`src/rtl/avd_pkg.sv`:
```
// Shared constants and the digit split helper for the ADC voltage display formatter.
`default_nettype none
package avd_pkg;

  localparam int SampleWidth = 10;
  localparam int ScaleWidth  = 17;
  localparam int ProdWidth   = SampleWidth + ScaleWidth;
  localparam int ValueWidth  = 17;

  localparam logic [ScaleWidth-1:0] FULL_SCALE_RESET = 17'd50000;
  localparam logic [9:0]            FULL_CODE        = 10'h3FF;
  localparam logic [ValueWidth-1:0] DECADE_LIMIT     = 17'd100000;

  // floor(2^37 / 1023); the estimate is low by at most one
  localparam int RecipWidth = 28;
  localparam int RecipShift = 37;
  localparam logic [RecipWidth-1:0] RECIP_M = 28'd134348928;

  localparam logic [7:0] CURSOR_HOME = 8'h80;
  localparam logic [7:0] ASCII_ZERO  = 8'h30;
  localparam logic [7:0] CHAR_DOT    = 8'h2E;
  localparam logic [7:0] CHAR_V      = 8'h56;
  localparam logic [7:0] CHAR_SPACE  = 8'h20;

  // character positions within one run
  localparam logic [3:0] POS_HOME = 4'd0;
  localparam logic [3:0] POS_D4   = 4'd1;
  localparam logic [3:0] POS_DOT  = 4'd2;
  localparam logic [3:0] POS_D3   = 4'd3;
  localparam logic [3:0] POS_D2   = 4'd4;
  localparam logic [3:0] POS_D1   = 4'd5;
  localparam logic [3:0] POS_D0   = 4'd6;
  localparam logic [3:0] POS_V    = 4'd7;
  localparam logic [3:0] POS_LAST = 4'd10;

  typedef struct packed {
    logic [3:0]            digit;
    logic [ValueWidth-1:0] rest;
  } digit_split_t;

  // One decimal digit of rem for place value step; rem is below ten times step.
  function automatic digit_split_t digit_split(input logic [ValueWidth-1:0] rem,
                                               input logic [ValueWidth-1:0] step);
    digit_split_t res;
    logic [20:0]  mult;
    logic [20:0]  best;
    logic [3:0]   dig;
    best = '0;
    dig  = '0;
    for (int k = 1; k <= 9; k++) begin
      mult = 21'(k) * {4'b0, step};
      if ({4'b0, rem} >= mult) begin
        best = mult;
        dig  = 4'(k);
      end
    end
    res.digit = dig;
    res.rest  = ValueWidth'({4'b0, rem} - best);
    return res;
  endfunction

endpackage
`default_nettype wire

```
`src/rtl/avd_scale.sv`:
```
// Four-stage scaling pipeline: sample * full_scale / 1023, then modulo 100000.
`default_nettype none
module avd_scale (
  input  wire logic                             clk,
  input  wire logic                             rst,
  input  wire logic                             ce,
  input  wire logic                             in_vld,
  input  wire logic [avd_pkg::SampleWidth-1:0]  sample,
  input  wire logic [avd_pkg::ScaleWidth-1:0]   full_scale,
  output logic                                  out_vld,
  output logic [avd_pkg::ValueWidth-1:0]        value
);
  import avd_pkg::*;

  logic                  vld1, vld2, vld3, vld4;
  logic [ProdWidth-1:0]  prod1, prod2;
  logic [ValueWidth-1:0] quot2, quot3, value4;

  logic [ProdWidth+RecipWidth-1:0] recip_prod;
  logic [ProdWidth-1:0]            back_mult;
  logic [ProdWidth-1:0]            remain;
  logic [ValueWidth-1:0]           quot_fix;

  always_comb begin
    recip_prod = {{RecipWidth{1'b0}}, prod1} * {{ProdWidth{1'b0}}, RECIP_M};
    back_mult  = ({{(ProdWidth-ValueWidth){1'b0}}, quot2} << 10)
               - {{(ProdWidth-ValueWidth){1'b0}}, quot2};
    remain     = prod2 - back_mult;
    // estimate may be one low; fix with one compare
    quot_fix   = (remain >= {{(ProdWidth-10){1'b0}}, FULL_CODE}) ? quot2 + 1'b1 : quot2;
  end

  always_ff @(posedge clk) begin
    if (rst) begin
      vld1 <= 1'b0;
      vld2 <= 1'b0;
      vld3 <= 1'b0;
      vld4 <= 1'b0;
    end else if (ce) begin
      vld1 <= in_vld;
      vld2 <= vld1;
      vld3 <= vld2;
      vld4 <= vld3;
    end
  end

  always_ff @(posedge clk) begin
    if (ce) begin
      prod1  <= {{ScaleWidth{1'b0}}, sample} * {{SampleWidth{1'b0}}, full_scale};
      prod2  <= prod1;
      quot2  <= recip_prod[RecipShift+ValueWidth-1:RecipShift];
      quot3  <= quot_fix;
      // drop the top decimal digit
      value4 <= (quot3 >= DECADE_LIMIT) ? quot3 - DECADE_LIMIT : quot3;
    end
  end

  assign out_vld = vld4;
  assign value   = value4;

endmodule
`default_nettype wire

```
`src/rtl/adc_voltage_to_ascii_digits.sv`:
```
// ADC sample to eleven display/serial characters: scaling, digit split and serializer.
// An accepted sample passes the scaling and digit stages before the serializer takes it.
// The output serializer sends one character per cycle while out_stall is low;
// the eight-stage arithmetic pipeline holds up to eight samples behind it.
// A full stage eight holds the pipeline until loaded; nothing is lost or repeated.
// Reset clears all valid bits and the serializer and loads full_scale with 50000.
`default_nettype none
module adc_voltage_to_ascii_digits (
  input  wire logic                            clk,
  input  wire logic                            rst,
  input  wire logic                            cfg_wr_en,
  input  wire logic [avd_pkg::ScaleWidth-1:0]  cfg_wr_data,
  input  wire logic                            in_valid,
  output logic                                 in_stall,
  input  wire logic [avd_pkg::SampleWidth-1:0] sample,
  output logic                                 out_valid,
  input  wire logic                            out_stall,
  output logic [7:0]                           char_code,
  output logic                                 to_display,
  output logic                                 display_command,
  output logic                                 to_serial,
  output logic                                 last
);
  import avd_pkg::*;

  logic [ScaleWidth-1:0] full_scale;
  logic                  ce;
  logic                  scl_vld;
  logic [ValueWidth-1:0] scl_value;

  logic       vld5, vld6, vld7, vld8;
  logic [3:0] d4_5, d4_6, d4_7, d4_8;
  logic [3:0] d3_6, d3_7, d3_8;
  logic [3:0] d2_7, d2_8;
  logic [3:0] d1_8, d0_8;
  logic [13:0] rem5;
  logic [9:0]  rem6;
  logic [6:0]  rem7;

  logic       busy;
  logic [3:0] cnt;
  logic [3:0] dig4, dig3, dig2, dig1, dig0;
  logic       run_done;
  logic       load;

  digit_split_t sp4, sp3, sp2, sp1;

  always_ff @(posedge clk) begin
    if (rst) begin
      full_scale <= FULL_SCALE_RESET;
    end else if (cfg_wr_en) begin
      full_scale <= cfg_wr_data;
    end
  end

  assign run_done = busy && !out_stall && (cnt == POS_LAST);
  assign load     = vld8 && (!busy || run_done);
  assign ce       = !vld8 || load;
  assign in_stall = !ce;

  avd_scale u_scale (
    .clk        (clk),
    .rst        (rst),
    .ce         (ce),
    .in_vld     (in_valid),
    .sample     (sample),
    .full_scale (full_scale),
    .out_vld    (scl_vld),
    .value      (scl_value)
  );

  always_comb begin
    sp4 = digit_split(scl_value, 17'd10000);
    sp3 = digit_split({3'b0, rem5}, 17'd1000);
    sp2 = digit_split({7'b0, rem6}, 17'd100);
    sp1 = digit_split({10'b0, rem7}, 17'd10);
  end

  always_ff @(posedge clk) begin
    if (rst) begin
      vld5 <= 1'b0;
      vld6 <= 1'b0;
      vld7 <= 1'b0;
      vld8 <= 1'b0;
    end else if (ce) begin
      vld5 <= scl_vld;
      vld6 <= vld5;
      vld7 <= vld6;
      vld8 <= vld7;
    end
  end

  // one decimal digit per stage; the last stage splits off both d1 and d0
  always_ff @(posedge clk) begin
    if (ce) begin
      d4_5 <= sp4.digit;
      rem5 <= sp4.rest[13:0];
      d4_6 <= d4_5;
      d3_6 <= sp3.digit;
      rem6 <= sp3.rest[9:0];
      d4_7 <= d4_6;
      d3_7 <= d3_6;
      d2_7 <= sp2.digit;
      rem7 <= sp2.rest[6:0];
      d4_8 <= d4_7;
      d3_8 <= d3_7;
      d2_8 <= d2_7;
      d1_8 <= sp1.digit;
      d0_8 <= sp1.rest[3:0];
    end
  end

  always_ff @(posedge clk) begin
    if (rst) begin
      busy <= 1'b0;
      cnt  <= POS_HOME;
    end else if (load) begin
      busy <= 1'b1;
      cnt  <= POS_HOME;
    end else if (busy && !out_stall) begin
      if (cnt == POS_LAST) begin
        busy <= 1'b0;
      end else begin
        cnt <= cnt + 1'b1;
      end
    end
  end

  always_ff @(posedge clk) begin
    if (load) begin
      dig4 <= d4_8;
      dig3 <= d3_8;
      dig2 <= d2_8;
      dig1 <= d1_8;
      dig0 <= d0_8;
    end
  end

  always_comb begin
    case (cnt)
      POS_HOME: char_code = CURSOR_HOME;
      POS_D4:   char_code = ASCII_ZERO | {4'b0, dig4};
      POS_DOT:  char_code = CHAR_DOT;
      POS_D3:   char_code = ASCII_ZERO | {4'b0, dig3};
      POS_D2:   char_code = ASCII_ZERO | {4'b0, dig2};
      POS_D1:   char_code = ASCII_ZERO | {4'b0, dig1};
      POS_D0:   char_code = ASCII_ZERO | {4'b0, dig0};
      POS_V:    char_code = CHAR_V;
      default:  char_code = CHAR_SPACE;
    endcase
  end

  assign out_valid       = busy;
  assign to_display      = (cnt <= POS_D0);
  assign display_command = (cnt == POS_HOME);
  assign to_serial       = (cnt != POS_HOME);
  assign last            = (cnt == POS_LAST);

endmodule
`default_nettype wire

```
`config.mk`:
```
export PLATFORM = sky130hd
export DESIGN_NAME = adc_voltage_to_ascii_digits
export DESIGN_NICKNAME = d
export VERILOG_FILES = /design/src/rtl/avd_pkg.sv /design/src/rtl/avd_scale.sv /design/src/rtl/adc_voltage_to_ascii_digits.sv
export SDC_FILE = /design/constraint.sdc
export NUM_CORES = 1
export LEC_CHECK = 0
export BUFFER_PORTS_ARGS = -buffer_cell sky130_fd_sc_hd__buf_4
export CAP_MARGIN = 5
export CORE_MARGIN = 2
export CORE_UTILIZATION = 45
export CTS_CLUSTER_DIAMETER = 30
export DETAILED_ROUTE_END_ITERATION = 16
export PLACE_DENSITY = 0.63
export SETUP_SLACK_MARGIN = 0.3
export SYNTH_ARGS = -nofsm -noshare
export SYNTH_HDL_FRONTEND = slang
export SYNTH_SLANG_ARGS = --single-unit
```
`constraint.sdc`:
```
create_clock -name clk -period 12.51 [get_ports clk]
set_input_delay 1.251 -clock clk [delete_from_list [all_inputs] [get_ports clk]]
set_output_delay 1.251 -clock clk [all_outputs]
set_load 0.1 [all_outputs]
```
* Word-level counts from Yosys, hierarchy flattened
Index checks and enable logic that the tools add are counted.
Cells by class: add/sub/neg operators 9, $mul 2, magnitude comparators 39, eq/ne operators 8, multiplexer cells 74, bitwise operators 1, reductions and logical operators 20
Operators by type and width (number):
- 2-to-1 mux 4 bit | 32
- 2-to-1 mux 14 bit | 9
- 2-to-1 mux 10 bit | 9
- greater-or-equal comparator 17 bit, second input constant | 4
- case mux 8 bit (8 select lines) | 1
- 2-to-1 mux 7 bit | 9
- greater-or-equal comparator 14 x 13 -> 1 bit, second input constant | 4
- greater-or-equal comparator 17 x 16 -> 1 bit, second input constant | 3
- multiplier 27 x 21 -> 47 bit, second input constant | 1
- greater-or-equal comparator 10 bit, second input constant | 4
- greater-or-equal comparator 17 x 15 -> 1 bit, second input constant | 2
- 2-to-1 mux 17 bit | 2
- greater-or-equal comparator 10 x 9 -> 1 bit, second input constant | 3
- greater-or-equal comparator 14 x 12 -> 1 bit, second input constant | 2
- greater-or-equal comparator 27 x 10 -> 1 bit, second input constant | 1
- multiplier 10 x 17 -> 27 bit | 1
- subtractor 27 x 17 -> 27 bit | 1
- subtractor 27 bit | 1
- greater-or-equal comparator 7 x 6 -> 1 bit, second input constant | 3
- greater-or-equal comparator 7 bit, second input constant | 3
- adder 17 x 1 -> 17 bit, second input constant | 1
- greater-or-equal comparator 17 x 14 -> 1 bit, second input constant | 1
- subtractor 17 bit, second input constant | 1
- equality test 4 x 3 -> 1 bit, second input constant | 4
- other kinds (27) | 51
Word-level totals: register bits 230, input bits 32, output and inout port bits 14, word-level logic and storage cells 192

* Depth between registers and ports, before layout
depth after elaboration 11, mapped depth 24, gate-level depth less buffers 22

* By module
Synthesis repeated with hierarchy kept, for this count alone.
Second synthesis, totals: cells, all modules 1894, area total of the unflattened synthesis 19500.0 µm²
Modules (own cells, without submodules):
- avd_scale | times used 1, cells an instance 1341, area each 13354.1 µm², seq. area each 3233.1 µm²
- adc_voltage_to_ascii_digits | times used 1, cells an instance 553, area each 6145.9 µm², seq. area each 3373.2 µm²

* Least setup slack after synthesis
No wires, ideal clock.
path type in2out, from in out_stall, to out in_stall, data arrival time 10118 ps, data required time 11259 ps, path slack 1141 ps, stages on the path 4, buffers on the path 1, cells stage by stage o21ai_0 -> or2_2 -> clkbuf_1 -> clkinv_1
On the way: word-level cells in the longest chain between the ends 7
RTL lines:
- start: declaration | line adc_voltage_to_ascii_digits.sv:17 | input wire logic out_stall,
- zero test 1 bit | line adc_voltage_to_ascii_digits.sv:56 | assign run_done = busy && !out_stall && (cnt == POS_LAST);
- logical AND 1 bit (2 in a row) | line adc_voltage_to_ascii_digits.sv:56
- logical OR 1 bit | line adc_voltage_to_ascii_digits.sv:57 | assign load = vld8 && (!busy || run_done);
- logical AND 1 bit | line adc_voltage_to_ascii_digits.sv:57
- logical OR 1 bit | line adc_voltage_to_ascii_digits.sv:58 | assign ce = !vld8 || load;
- zero test 1 bit | line adc_voltage_to_ascii_digits.sv:59 | assign in_stall = !ce;
- end: declaration | line adc_voltage_to_ascii_digits.sv:14 | output logic in_stall,
Every way passes these cells.

* Worst setup path in the final report
from in sample[3] (netlist name), to reg u_scale.prod1[26] (data pin)
On the way: word-level cells in the longest chain between the ends 1
RTL lines:
- start: declaration | line adc_voltage_to_ascii_digits.sv:15 | input wire logic [avd_pkg::SampleWidth-1:0] sample,
- multiplier 10 x 17 -> 27 bit | line avd_scale.sv:49 | prod1 <= {{ScaleWidth{1'b0}}, sample} * {{SampleWidth{1'b0}}, full_scale};
- end signal: assignment | line avd_scale.sv:49
- end: declaration | line avd_scale.sv:16 | logic [ProdWidth-1:0] prod1, prod2;
Every way passes these cells. A chain may end at the register's enable or synchronous reset.

==> metrics.md <==
| Metric | Value |
|---|---|
| Number of global-route vias before repair | `about 14,000` |
| 1st-iter DRT viols | `677` |
| Area Overhead vs Synth | `13.0%` |
| DRC Markers | `0` |
| Routability cong. | `around 0.84` |
| Fin. max-slew vios | `0` |
| Reg2Reg Setup Slack | `6.38 ns` |
| Final hold violation count | `0` |
| Most common cell after layout, fill and taps aside | `inv_1` |
| H-tree levels | `2` |
| NumNets Final | `about 2,300` |
| I/O pin total | `46` |
| Total Wirelength | `slightly above 40,000 µm` |
| DIE WIDTH | `212 µm` |
| CP Cell Sequence | `buf_4 > nand2_1 > fa_1 > inv_1 > fa_1 > inv_1 > fa_1 > inv_1 > fa_1 > inv_1 > fa_1 > inv_1 > ha_1 > o21a_1 > o21ai_0 > nand2b_1 > a41oi_1 > o2111ai_1 > nand2_1 > o211ai_1 > a221oi_1 > nor3_1 > xnor2_1` |
| Slowest cell on crit path | `fa_1` |
| Post-synth EDFFs | `200` |
| Worst r2r src | `full_scale[5]$_SDFFE_PP0P_` |
| Unrepaired setup endpoints after global routing | `no` |
| Ys async rst share | `0%` |
| Final setup violating endpoints | `0` |
| Critical path class | `input pin to flip-flop` |
| Synth warn | `0` |
| Vias after detailed routing | `13,700` |
| Syn nets | `2,324` |
| Actual slew at the worst max-slew pin | `1.01 ns` |
| Post-DP HPWL | `31,700 µm` |
| Share of cells above drive strength 1 | `7.52%` |
| Final worst slack | `6.20 ns` |
| Crit path max fanout | `17` |
| First-pass GRT wire length | `68,400 µm` |
| Cells after synthesis | `1,920` |
| Die height | `around 210 µm` |
| Data arrival time of the critical path | `approximately 6.6 ns` |
| Max-Cap Viols | `0` |
| # Post-CTS Setup Buffers | `0` |
| Ant diodes | `0` |
| FP Rows | `76` |
| Fmax | `158 MHz` |
| Min-Delay Startpoint | `d4_5[3]$_SDFFCE_PP1N_` |
| Maximum clock path buffer count | `3` |
| Largest net degree at the start of global routing | `between 80 and 90` |
| Clock slew at reported path FFs | `0.05 ns` |
| Root buf cell | `clkbuf_16` |
| Initial antenna violation count | `0` |
| CP startpoint kind | `input pin` |
| GRT overflow | `0` |
| Num CTS Buffers | `47` |
| Final min period | `6.31 ns` |
| Number of synthesized register bits | `230` |
| Pre-Repair DR Iteration Count | `5` |
| Outcome | `finished clean` |
| Die Area | `around 45,000 µm²` |
| Number of buffers inserted by port buffering | `45` |
| Sequential share of the synthesized area | `33.9%` |
| Clock sinks | `230` |
| Avg WL per Cell | `16.0 µm` |
| Drt via density | `around 5.3` |
| Most frequent cells in the layout | `inv_1 (258), ha_1 (237), edfxtp_1 (200)` |
| Post-route insts no fill | `2,567` |
| Cell depth of the worst min-delay path | `0` |
| Crit path capture type | `flip-flop` |
| Crit path max-delay family | `adder cells` |
| Syn Area/Cell | `a little over 10 µm²` |
| Placed cells | `2,479` |
| Crit path buf inv count | `6` |
| Setup WS pre-CTS | `5.65 ns` |
| Worst skew pair latency | `0.59 ns` |
| Period utilisation layout | `50.4%` |
| Final TNS setup | `0 ns` |
| Netlist cell types | `between 80 and 90` |
| Synth Flop Type | `edfxtp_1` |
| CTS hold repair buffers | `0` |
| Hold Path End | `d4_6[3]$_DFFE_PN_` |
| Fin area | `22,000 µm²` |
| Post-synthesis cell area | `19,500 µm²` |
| ANT nets after route | `0` |
| Worst reg2reg endpoint | `u_scale.prod1[26]$_DFFE_PN_` |
| Hold Crit Class | `flip-flop to flip-flop` |
| Worst Clk Skew | `0.0431 ns` |
| Total global-route track usage | `19.0%` |
| Placed Instance Area | `20,300 µm²` |
| WP data required | `around 13 ns` |
| Starting density of the core | `45.4%` |
| Slew HR | `32.7%` |
| Core box area | `around 43,000 µm²` |
| R2R cell count | `22` |
| Slowest cell delay on critical path | `0.56 ns` |
| CTS tree | `built` |
| Post-CTS Resized | `0` |
state kept, by name, indices dropped and copies added, names as in the netlist, 7 cells and up:
register / cells
u_scale.prod2: 27
u_scale.prod1: 27
rem6: 10
rem7: 7
u_scale.value: 17
full_scale: 17
rem5: 14
u_scale.quot3: 17
u_scale.quot2: 17
worst max-delay path by stage:
stage,from,to,cells after the start
final,sample[3],u_scale.prod1[26]$_DFFE_PN_,23
after global routing,sample[3],u_scale.prod1[26]$_DFFE_PN_,20
after CTS,sample[3],u_scale.prod1[26]$_DFFE_PN_,23
after detailed placement,sample[3],u_scale.prod1[26]$_DFFE_PN_,23
after global placement,sample[3],u_scale.prod1[26]$_DFFE_PN_,23
after floorplan,out_stall,in_stall,4
synthesized netlist by cell type, types with 21 or more instances:
cell	n	area, µm²
inv_1	258	968
ha_1	237	2970
edfxtp_1	200	6010
nand2_1	175	657
fa_1	135	2700
nor2_1	96	360
and2_1	94	588
a21oi_1	82	410
xnor2_1	71	622
o21ai_0	67	335
clkbuf_1	63	236
a21o_1	36	270
dfxtp_1	30	601
nand3_1	30	150
nor3_1	25	125
xor2_1	25	219
nand4_1	22	138
nor2b_1	22	138
o21a_1	21	158
final cells by class:
type / instances / area [µm²]
fillers: 3805 / 20900
multi-input cells: 1358 / 11600
clock buffers: 50 / 1190
flip-flops and latches: 230 / 6610
repair buffers: 47 / 353
clock inverters: 38 / 537
well taps: 585 / 732
inverters: 259 / 972
kinds of logic after synthesis:
kind of cell	after synthesis	synth area share, %
flops	230	33.9
xor+xnor	96	4.32
buf+inv	332	6.46
mux	15	0.783
simple gates	544	14.0
fa+ha+maj	373	29.1
compound gates	330	11.4
stage by stage:
stage,utilization (%),hold slack [ns]
after CTS,51.3,0.371
after floorplan,-,0.400
after detailed placement,47.3,0.405
after global placement,47.3,0.401
final,51.3,0.376
after global routing,51.3,0.389
per-layer routing:
layer / track usage, % / share of wire [%] / vias to the layer above
li1: - / - / 6665
met1: 24.1 / 43 / 6687
met2: 33.2 / 51 / 226
met3: 2.67 / 3.2 / 74
met4: 6.85 / 2.7 / 0
met5: 0 / 0 / -
Power is not shown: default switching activity piles up to over one toggle a cycle in this logic, so the estimate is an artifact.
